$ cat src/u7e_pkg.sv
// Shared constants, types and character functions for the UTF-7 stream encoder.
`timescale 1ns / 1ps

package u7e_pkg;

    // Code unit width and derived sizes
    localparam int UNIT_BITS  = 16;
    localparam int PEND_W     = 5;
    localparam int PCNT_W     = 3;
    localparam int BUF_W      = PEND_W + UNIT_BITS;
    localparam int SCNT_W     = $clog2(BUF_W + 1);
    localparam int MAX_GROUPS = BUF_W / 6;
    localparam int MAX_OUT    = 4;
    localparam int CNT_W      = $clog2(MAX_OUT + 1);
    localparam int IDX_W      = $clog2(MAX_OUT);
    localparam int Q_DEPTH    = 2;
    localparam int QPTR_W     = $clog2(Q_DEPTH);
    localparam int QCNT_W     = $clog2(Q_DEPTH + 1);

    // Item kinds
    localparam logic KIND_UNIT = 1'b0;
    localparam logic KIND_EOM  = 1'b1;

    // Characters used as markers
    localparam logic [6:0] CH_PLUS  = 7'h2B;
    localparam logic [6:0] CH_MINUS = 7'h2D;

    // One queued run of output characters
    typedef struct packed {
        logic [MAX_OUT-1:0][6:0] chars;
        logic [CNT_W-1:0]        count;
    } run_t;

    // Queue status toward front and back
    typedef struct packed {
        logic full;
        logic empty;
    } q_status_t;

    // Base64 digit to ASCII
    function automatic logic [6:0] b64_char(input logic [5:0] v);
        logic [6:0] r;
        r = 7'd0;
        if (v < 6'd26)
            r = 7'h41 + {1'b0, v};
        else if (v < 6'd52)
            r = 7'h61 + {1'b0, v - 6'd26};
        else if (v < 6'd62)
            r = 7'h30 + {1'b0, v - 6'd52};
        else if (v == 6'd62)
            r = CH_PLUS;
        else
            r = 7'h2F;
        return r;
    endfunction

    // Base64 alphabet member
    function automatic logic is_b64(input logic [UNIT_BITS-1:0] c);
        return c inside {[16'h41:16'h5A], [16'h61:16'h7A], [16'h30:16'h39],
                         16'h2B, 16'h2F};
    endfunction

    // Sent directly in ASCII
    function automatic logic is_direct(input logic [UNIT_BITS-1:0] c);
        return is_b64(c) ||
               (c inside {16'h27, 16'h28, 16'h29, 16'h2C, 16'h2D, 16'h2E, 16'h3A,
                          16'h3F, 16'h20, 16'h09, 16'h0A, 16'h0D});
    endfunction

endpackage

$ cat src/utf7_stream_encoder.sv
// Top level of the UTF-7 stream encoder.
// Input channel (in_valid/in_ready): one transaction per item; kind 0 carries a
// 16-bit code unit to encode, kind 1 marks end of message and closes any open
// shift sequence.
// Output channel (out_valid/out_ready): one ASCII character per transaction;
// last_of_run is high on the final character caused by an input item.
// An item causes 1 to 4 characters; an end-of-message mark in direct mode
// causes none and leaves no trace on the output.
// The run of an accepted item is registered into the queue, and its first
// character is offered once that run is at the queue head. The front end builds
// a whole run in its accepting cycle and places it in a two-entry queue; the
// back end sends one character per cycle while out_ready is high, and the input
// keeps accepting while the queue has room.
// When the receiver stalls, the current character holds; once the queue is
// full, in_ready drops until the back end retires a run.
// Reset clears the queue and returns the encoder to direct mode with no
// leftover bits.
`timescale 1ns / 1ps

module utf7_stream_encoder
    import u7e_pkg::*;
(
    input  logic        clk,
    input  logic        rst_n,
    input  logic        in_valid,
    output logic        in_ready,
    input  logic        kind,
    input  logic [15:0] code_unit,
    output logic        out_valid,
    input  logic        out_ready,
    output logic [6:0]  out_char,
    output logic        last_of_run
);

    q_status_t q_status;
    run_t      push_run;
    run_t      head;
    logic      push;
    logic      pop;

    u7e_front u_front (
        .clk       (clk),
        .rst_n     (rst_n),
        .in_valid  (in_valid),
        .in_ready  (in_ready),
        .kind      (kind),
        .code_unit (code_unit),
        .q_status  (q_status),
        .push      (push),
        .push_run  (push_run)
    );

    u7e_queue u_queue (
        .clk      (clk),
        .rst_n    (rst_n),
        .push     (push),
        .push_run (push_run),
        .pop      (pop),
        .head     (head),
        .q_status (q_status)
    );

    u7e_back u_back (
        .clk         (clk),
        .rst_n       (rst_n),
        .head        (head),
        .q_status    (q_status),
        .pop         (pop),
        .out_valid   (out_valid),
        .out_ready   (out_ready),
        .out_char    (out_char),
        .last_of_run (last_of_run)
    );

endmodule

$ cat src/u7e_front.sv
// Front end: accepts items, tracks shift state and builds each run of characters.
`timescale 1ns / 1ps

module u7e_front
    import u7e_pkg::*;
(
    input  logic                 clk,
    input  logic                 rst_n,
    input  logic                 in_valid,
    output logic                 in_ready,
    input  logic                 kind,
    input  logic [15:0]          code_unit,
    input  q_status_t            q_status,
    output logic                 push,
    output run_t                 push_run
);

    logic              shift_reg, shift_next;
    logic [PEND_W-1:0] bits_reg, bits_next;
    logic [PCNT_W-1:0] cnt_reg, cnt_next;

    logic [UNIT_BITS-1:0]    unit;
    logic [MAX_OUT-1:0][6:0] ch;
    logic [CNT_W-1:0]        n;
    logic [6:0]              flush_ch;
    logic                    has_flush;
    logic [10:0]             flush_tmp;
    logic [BUF_W-1:0]        sbuf;
    logic [SCNT_W-1:0]       scnt;
    logic                    accept;

    assign in_ready = !q_status.full;
    assign accept   = in_valid && in_ready;
    assign unit     = code_unit[UNIT_BITS-1:0];

    // Leftover bits padded with zeros on the right
    assign flush_tmp = 11'(bits_reg) << (3'd6 - cnt_reg);
    assign flush_ch  = b64_char(flush_tmp[5:0]);
    assign has_flush = (cnt_reg != '0);

    // Run builder and next state
    always_comb
    begin
        ch         = '0;
        n          = '0;
        shift_next = shift_reg;
        bits_next  = bits_reg;
        cnt_next   = cnt_reg;
        sbuf       = '0;
        scnt       = '0;
        if (kind == KIND_EOM) begin
            if (shift_reg) begin
                if (has_flush) begin
                    ch[n[IDX_W-1:0]] = flush_ch;
                    n = n + 1'b1;
                end
                ch[n[IDX_W-1:0]] = CH_MINUS;
                n = n + 1'b1;
                shift_next = 1'b0;
                bits_next  = '0;
                cnt_next   = '0;
            end
        end
        else if (is_direct(unit)) begin
            if (shift_reg) begin
                if (has_flush) begin
                    ch[n[IDX_W-1:0]] = flush_ch;
                    n = n + 1'b1;
                end
                if (is_b64(unit) || unit == UNIT_BITS'(CH_MINUS)) begin
                    ch[n[IDX_W-1:0]] = CH_MINUS;
                    n = n + 1'b1;
                end
                shift_next = 1'b0;
                bits_next  = '0;
                cnt_next   = '0;
            end
            ch[n[IDX_W-1:0]] = unit[6:0];
            n = n + 1'b1;
            if (unit == UNIT_BITS'(CH_PLUS)) begin
                ch[n[IDX_W-1:0]] = CH_MINUS;
                n = n + 1'b1;
            end
        end
        else begin
            if (!shift_reg) begin
                ch[n[IDX_W-1:0]] = CH_PLUS;
                n = n + 1'b1;
                sbuf = {{PEND_W{1'b0}}, unit};
                scnt = SCNT_W'(UNIT_BITS);
            end
            else begin
                sbuf = {bits_reg, unit};
                scnt = SCNT_W'(cnt_reg) + SCNT_W'(UNIT_BITS);
            end
            // Six bits leave per base64 character
            for (int i = 0; i < MAX_GROUPS; i++) begin
                if (scnt >= SCNT_W'(6)) begin
                    scnt = scnt - SCNT_W'(6);
                    ch[n[IDX_W-1:0]] = b64_char(6'(sbuf >> scnt));
                    n = n + 1'b1;
                end
            end
            shift_next = 1'b1;
            cnt_next   = PCNT_W'(scnt);
            bits_next  = PEND_W'(sbuf & ~({BUF_W{1'b1}} << scnt));
        end
    end

    // Runs with no character are not queued
    assign push           = accept && (n != '0);
    assign push_run.chars = ch;
    assign push_run.count = n;

    // Shift state
    always_ff @(posedge clk or negedge rst_n)
    begin
        if (!rst_n) begin
            shift_reg <= 1'b0;
            bits_reg  <= '0;
            cnt_reg   <= '0;
        end
        else if (accept) begin
            shift_reg <= shift_next;
            bits_reg  <= bits_next;
            cnt_reg   <= cnt_next;
        end
    end

endmodule

$ cat src/u7e_queue.sv
// Two-entry queue of character runs between front and back.
`timescale 1ns / 1ps

module u7e_queue
    import u7e_pkg::*;
(
    input  logic      clk,
    input  logic      rst_n,
    input  logic      push,
    input  run_t      push_run,
    input  logic      pop,
    output run_t      head,
    output q_status_t q_status
);

    run_t              mem [Q_DEPTH];
    logic [QPTR_W-1:0] wr_ptr_reg, rd_ptr_reg;
    logic [QCNT_W-1:0] count_reg, count_next;
    logic              do_push, do_pop;

    assign q_status.full  = (count_reg == QCNT_W'(Q_DEPTH));
    assign q_status.empty = (count_reg == '0);
    assign do_push        = push && !q_status.full;
    assign do_pop         = pop && !q_status.empty;
    assign head           = mem[rd_ptr_reg];

    always_comb
    begin
        count_next = count_reg;
        if (do_push && !do_pop)
            count_next = count_reg + 1'b1;
        else if (do_pop && !do_push)
            count_next = count_reg - 1'b1;
    end

    // Entry storage
    always_ff @(posedge clk)
    begin
        if (do_push)
            mem[wr_ptr_reg] <= push_run;
    end

    // Pointers and fill level
    always_ff @(posedge clk or negedge rst_n)
    begin
        if (!rst_n) begin
            wr_ptr_reg <= '0;
            rd_ptr_reg <= '0;
            count_reg  <= '0;
        end
        else begin
            if (do_push)
                wr_ptr_reg <= wr_ptr_reg + 1'b1;
            if (do_pop)
                rd_ptr_reg <= rd_ptr_reg + 1'b1;
            count_reg <= count_next;
        end
    end

endmodule

$ cat src/u7e_back.sv
// Back end: sends the head run one character per transaction.
`timescale 1ns / 1ps

module u7e_back
    import u7e_pkg::*;
(
    input  logic       clk,
    input  logic       rst_n,
    input  run_t       head,
    input  q_status_t  q_status,
    output logic       pop,
    output logic       out_valid,
    input  logic       out_ready,
    output logic [6:0] out_char,
    output logic       last_of_run
);

    logic [IDX_W-1:0] idx_reg;
    logic             fire;

    assign out_valid   = !q_status.empty;
    assign out_char    = head.chars[idx_reg];
    assign last_of_run = (CNT_W'(idx_reg) == head.count - 1'b1);
    assign fire        = out_valid && out_ready;
    assign pop         = fire && last_of_run;

    // Character index within the head run
    always_ff @(posedge clk or negedge rst_n)
    begin
        if (!rst_n)
            idx_reg <= '0;
        else if (fire) begin
            if (last_of_run)
                idx_reg <= '0;
            else
                idx_reg <= idx_reg + 1'b1;
        end
    end

endmodule

$ cat config.mk
export PLATFORM = sky130hd
export DESIGN_NAME = utf7_stream_encoder
export DESIGN_NICKNAME = d
export VERILOG_FILES = /design/src/u7e_pkg.sv /design/src/utf7_stream_encoder.sv /design/src/u7e_front.sv /design/src/u7e_queue.sv /design/src/u7e_back.sv
export SDC_FILE = /design/constraint.sdc
export NUM_CORES = 1
export LEC_CHECK = 0
export BUFFER_PORTS_ARGS = -buffer_cell sky130_fd_sc_hd__buf_2
export CAP_MARGIN = 0
export CORE_MARGIN = 2
export CORE_UTILIZATION = 57
export CTS_CLUSTER_DIAMETER = 50
export DETAILED_ROUTE_END_ITERATION = 8
export GPL_ROUTABILITY_DRIVEN = 0
export MAX_ROUTING_LAYER = met4
export PLACE_DENSITY_LB_ADDON = 0.2
export SLEW_MARGIN = 20
export SYNTH_ARGS = -nofsm -noshare
export SYNTH_HDL_FRONTEND = slang
export SYNTH_SLANG_ARGS = --single-unit
$ cat constraint.sdc
create_clock -name clk -period 4.77 [get_ports clk]
set_clock_uncertainty 0.1 [all_clocks]
set_input_delay 0.477 -clock clk [delete_from_list [all_inputs] [get_ports clk]]
set_output_delay 0.477 -clock clk [all_outputs]
set_load 0.05 [all_outputs]
# ---- Word-level counts from Yosys, hierarchy flattened
# Memories as Yosys holds them, arrays and structs flattened.
# Index checks and enable logic that the tools add are counted.
dict set report word_totals {
  wordCells 267
  memories 1
  input_bits 21
  ram_bits 62
  reg_bits 15
  output_inout_bits 10
}
dict set report op_classes {
  n_shift 5
  n_eq_ne 20
  n_lt_le_gt_ge 36
  mux 119
  addsub 38
  n_reduce_logical 30
  n_bitwise 11
}
# name depth word_bits rd rd_ports_with_merged_regs wr line
set memory_table {}
lappend memory_table {u_queue.mem 2 31 1 0 1 u7e_queue.sv:16} ;# run_t mem [Q_DEPTH];
# op count
set op_table {}
lappend op_table {{$mux 28} 15}
lappend op_table {{$mux 7} 36}
lappend op_table {{$eq 16x6->1 const B} 11}
lappend op_table {{$bwmux 28} 4}
lappend op_table {{$demux 7 s2} 7}
lappend op_table {{$mux 3} 28}
lappend op_table {{$mux 5} 15}
lappend op_table {{$mux 21} 3}
lappend op_table {{$shr 21x5->6} 3}
lappend op_table {{$add 7x6->7 const A} 8}
lappend op_table {{$eq 16x4->1 const B} 3}
lappend op_table {{$lt 6x6->1 const B} 8}
lappend op_table {{$not 12->12} 3}
lappend op_table {{$ge 16x7->1 const B} 2}
lappend op_table {{$le 16x7->1 const B} 2}
lappend op_table {{$or 4x16->16} 2}
lappend op_table {{$add 6x6->7 const A} 4}
lappend op_table {{$and 3x12->12} 2}
lappend op_table {{$eq 6x6->1 const B} 4}
lappend op_table {{$lt 2x3->1 const B} 8}
lappend op_table {{$lt 6x5->1 const B} 4}
lappend op_table {{$sub 6x5->6 const B} 4}
lappend op_table {{$sub 6x6->6 const B} 4}
lappend op_table {{$add 3x1->3 const B} 7}
lappend op_table {{31 further kinds} 72}

# ---- Depth between registers and ports, before layout
dict set report depth {
  word_depth 28
  mapped_depth 22
  ltp_nobuf 20
}

# ---- Modules after synthesis
# From an unflattened synthesis, not the netlist that was laid out.
dict set report hier_totals {
  cells_unflattened 907
  area_unflattened_um2 8540.7
}
# mod n_inst cells_each area_each_um2 seq_area_each_um2
set by_module_without_submodules {}
lappend by_module_without_submodules {u7e_front 1 763 5574.1 225.2}
lappend by_module_without_submodules {u7e_queue 1 116 2587.5 1961.9}
lappend by_module_without_submodules {u7e_back 1 28 379.1 50.0}

# ---- Least setup slack after synthesis
# No wires, ideal clock.
dict set report synth_timing {
  path_kind {input -> register}
  start {input code_unit[2]}
  end {memory u_queue.mem[0][0] (netlist bit), enable pin}
  required_ns 4.251
  arrival_ns 4.575
  setup_time_ns 0.419
  n_path_buf 2
  setup_slack_ns -0.324
  stages 18
  cell_sequence {clkbuf_1 -> or4_1 -> o21ai_0 -> a31oi_1 -> o21bai_1 -> a21oi_1 -> ha_1 -> nand2_1 -> inv_1 -> ha_1 -> clkbuf_1 -> nor2_1 -> nand3b_1 -> a21o_1 -> o21ai_0 -> a31oi_1 -> o21ai_0 -> nor2_1}
}
dict set report synth_between {
  elab_chain_len 18
  word_cells_on_any_way 41
  cone_classes {2 x add/sub; 6 x order compare; 14 x eq/ne; 9 x mux; 10 x reduce/logical}
}
# element line
set synth_lines {}
lappend synth_lines {{start, declared} utf7_stream_encoder.sv:28} ;# input logic [15:0] code_unit,
lappend synth_lines {{$ge 16x7->1, or another cell as far along} u7e_pkg.sv:59} ;# return c inside {[16'h41:16'h5A], [16'h61:16'h7A], [16'h30:16'h39],
lappend synth_lines {{$logic_and 1x1->1} u7e_pkg.sv:59}
lappend synth_lines {{$reduce_bool 5->1} u7e_pkg.sv:59}
lappend synth_lines {{$logic_or 1x1->1} u7e_front.sv:70} ;# if (is_b64(unit) || unit == UNIT_BITS'(CH_MINUS)) begin
lappend synth_lines {{$mux 3} u7e_front.sv:70}
lappend synth_lines {{$mux 3} u7e_front.sv:65} ;# if (shift_reg) begin
lappend synth_lines {{$mux 3} u7e_front.sv:64} ;# else if (is_direct(unit)) begin
lappend synth_lines {{$mux 3} u7e_front.sv:51} ;# if (kind == KIND_EOM) begin
lappend synth_lines {{(+2 left out)} -}
lappend synth_lines {{$mux 3} u7e_front.sv:80} ;# if (unit == UNIT_BITS'(CH_PLUS)) begin
lappend synth_lines {{$mux 3 *} u7e_front.sv:64}
lappend synth_lines {{$mux 3 *} u7e_front.sv:51}
lappend synth_lines {{$reduce_bool 3->1 *} u7e_front.sv:111} ;# assign push = accept && (n != '0);
lappend synth_lines {{$logic_and 1x1->1 *} u7e_front.sv:111}
lappend synth_lines {{$logic_and 1x1->1 *} u7e_queue.sv:23} ;# assign do_push = push && !q_status.full;
lappend synth_lines {{$mux 1 *} u7e_queue.sv:39} ;# if (do_push)
lappend synth_lines {{$mux 1 (not written as such) *} u7e_queue.sv:40} ;# mem[wr_ptr_reg] <= push_run;
lappend synth_lines {{end, declared} u7e_queue.sv:16}
# Mark *: on every way between the ends. The rest lies on a longest branch, timed or not. The select of a mux whose other input is x is not followed.

==> PnR_summary.wiki <==
{| class="wikitable"
! Metric !! Value
|-
| Post-route worst hold slack || 0.3557 ns
|-
| Average cell area after synthesis || 9.141 um^2
|-
| Master cell of the clock root buffer || clkbuf_16
|-
| Max reg flops || 62
|-
| Syn Nets || 937
|-
| Placeable core area || 13,350 um^2
|-
| Layout area overhead || 8.069%
|-
| Post-detailed-route via-to-cell ratio || 6.872
|-
| Antenna diodes || 0
|-
| HP Class || in -> reg
|-
| Initial antenna violation count || 0
|-
| Crit path required time || 4.71 ns
|-
| Share of the clock period used by the worst path after layout || 93.05%
|-
| Horizontal die dimension || 121.4 um
|-
| Pre-CTS worst setup slack || 0.3168 ns
|-
| Overall routed net length || 22,530 um
|-
| Syn Std Cell Area || 7861 um^2
|-
| Number of standard cells after synthesis || 860
|-
| Result of the run || completed
|-
| Final hold vios || 0
|-
| Via count of the first global-routing pass || 6,947
|-
| Estimated wirelength of the detail-placed design || 16,670 um
|-
| Final Worst Setup Slack || 0.3316 ns
|-
| Routed Antenna Nets || 0
|-
| Headroom to the max-slew limit || 34.69%
|-
| Combined global-route utilization of all metal layers || 32.31%
|-
| FP Rows || 42
|-
| Setup Crit Path Kind || reg -> reg
|-
| Synth cell types || 102
|-
| Clock sinks || 77
|-
| First-pass GRT wire length || 36,310 um
|-
| Leading cell type in the layout, fill and taps excluded || nand2_1
|-
| Total negative setup slack || 0 ns
|-
| TritonCTS clock tree || built
|-
| Peak fanout along the critical path || 9
|-
| Worst IR Drop VDD || 0.3899 mV
|-
| Crit path DAT || 4.38 ns
|-
| Fraction of layout cells with a size suffix above 1 || 17.01%
|-
| Setup violators final || 0
|-
| Post-synth top flop || edfxtp_1
|-
| Clock latency of the later-clocked register in the worst-skew pair || 0.34 ns
|-
| Crit end category || flop
|-
| Areal power density over the cells || 716.8 nW/um^2
|-
| Die Ht || 121.4 um
|-
| Final Net Count || 948
|-
| Tot Pwr || 0.006090 W
|-
| Routed wire per std cell || 21.42 um
|-
| Commonest cells after routing, fill and taps aside || nand2_1, a21oi_1, edfxtp_1
|-
| Drt pass-1 iters || 5
|-
| Synth async-reset ratio || 19.48%
|-
| Final routed DRC violation total || 0
|-
| Deepest clock path buffer count || 2
|-
| Number of synthesized register bits || 77
|-
| Sequential-to-total area share from yosys stat || 28.46%
|-
| Cts bufs inserted || 9
|-
| YS warnings || 0
|-
| Starting DRT DRC Count || 1,008
|-
| Resize count post-CTS || 0
|-
| Initial cell density of the core || 58.90%
|-
| Leakage dissipation || 3.261 nW
|-
| Maximum clock frequency || 225.3 MHz
|-
| Actual slew at the worst max-slew pin || 0.9721 ns
|-
| Total Die Area || 14,750 um^2
|-
| Number of buffers inserted by hold repair at cts || 1
|-
| Post CTS Setup Buffer Count || 0
|-
| Number of synthesized flops with an enable pin || 62
|-
| Unrepaired setup endpoints after global routing || false
|-
| Pin count of the biggest net entering global routing || 32
|-
| Clock slew at reported path FFs || 0.06 ns
|-
| Count of maximum capacitance violations || 0
|-
| Shortest clock period the worst path allows after layout || 4.438 ns
|-
| Top-Level Pins || 31
|-
| Worst setup SP type || flop
|-
| H-tree levels || 3
|-
| Overall overflow remaining after global route || 0
|-
| Port Buffers || 30
|-
| Via Count || 7,229
|-
| Max-slew violation count || 0
|}
-- where the power goes --
| group | internal (W) | switching [W] |
|---|---|---|
| registers | 0.00104 | 0.000165 |
| clock network | 0.000463 | 0.000278 |
| logic | 0.00157 | 0.00257 |
| total | 0.00307 | 0.00302 |
-- path summary, 6_finish.rpt --
check	start	end	slack, ns	cells past startpoint
min	out_ready	u_queue.rd_ptr_reg	0.36	3
min in group asynchronous	rst_n	u_front.shift_reg	0.51	2
max in group asynchronous	rst_n	u_back.idx_reg[1]	3.76	2
min reg2reg	u_queue.count_reg[1]	u_queue.count_reg[1]	0.42	1
max reg2reg	u_front.shift_reg	u_queue.mem[1][17]	0.33	14
max	u_front.shift_reg	u_queue.mem[1][17]	0.33	14
-- kinds of logic (layout without fill, tap and decap cells) --
logic type      after synthesis  count (layout)  share of synthesized area, %
compound gates              267             267                         24.11
simple gates                247             247                         16.22
buf+inv                     104             120                         5.937
flops                        77              77                         28.46
mux                          60              60                         10.81
fa+ha+maj                    56              56                         8.913
xor+xnor                     49              49                         5.555
-- cells in the mapped netlist (all sizes together) (9+ instances only) --
library cell / instances / area (um^2)
nand2b: 10 / 62.56
a21oi: 64 / 327.8
nor2: 48 / 180.2
inv: 41 / 156.4
o21ai: 48 / 247.7
o211ai: 11 / 82.58
nand3: 23 / 120.1
nor3: 16 / 80.08
mux2: 19 / 214.0
a211oi: 17 / 142.6
and3: 12 / 75.07
mux2i: 24 / 252.7
a31oi: 12 / 81.33
xnor2: 33 / 296.5
o22ai: 12 / 75.07
buf: 24 / 162.7
xor2: 16 / 140.1
dfrtp: 15 / 375.4
a22oi: 9 / 72.57
clkbuf: 38 / 143.9
nand2: 77 / 304.0
ha: 56 / 700.7
edfxtp: 62 / 1862
mux4: 17 / 382.9
-- routing by layer --
layer  vias up  track usage (%)  wire length [um]
met5         -                -                 0
met4         0            13.79               941
met3        81            4.276              1951
met2       418            50.35             10410
met1      3452            42.54              9226
li1       3278                -                 -
-- area by class of cell --
type | instances | area (um^2)
clock buffer | 10 | 229.0
tap | 176 | 220.2
sequential | 77 | 2237
fill | 1152 | 4852
multi-input combinational | 679 | 5162
timing repair buffer | 62 | 392.9
inverter | 42 | 160.2
clock inverter | 6 | 93.84
-- critical path: stages, from the launching register on --
cell and delay [ns]:
dfrtp_1 0.42, nand2_2 0.19, clkinv_1 0.12, buf_4 0.18, ha_1 0.22, xor2_1 0.27
a211oi_1 0.26, o2bb2a_1 0.34, ha_1 0.29, nor4_1 0.72, nand2_1 0.23, o21ai_0 0.36
nor2_1 0.07, a21oi_1 0.18, a221oi_1 0.18
-- through the flow --
stage               instances  area, um^2  util [%]
finish                   1052        8496     63.65
global route             1052        8496     63.65
CTS                      1052        8496     63.65
detailed placement       1035        8163     61.15
global placement         1035        8163     61.15
floorplan                 860        7861         -
Power figures use the tool's default switching activity.
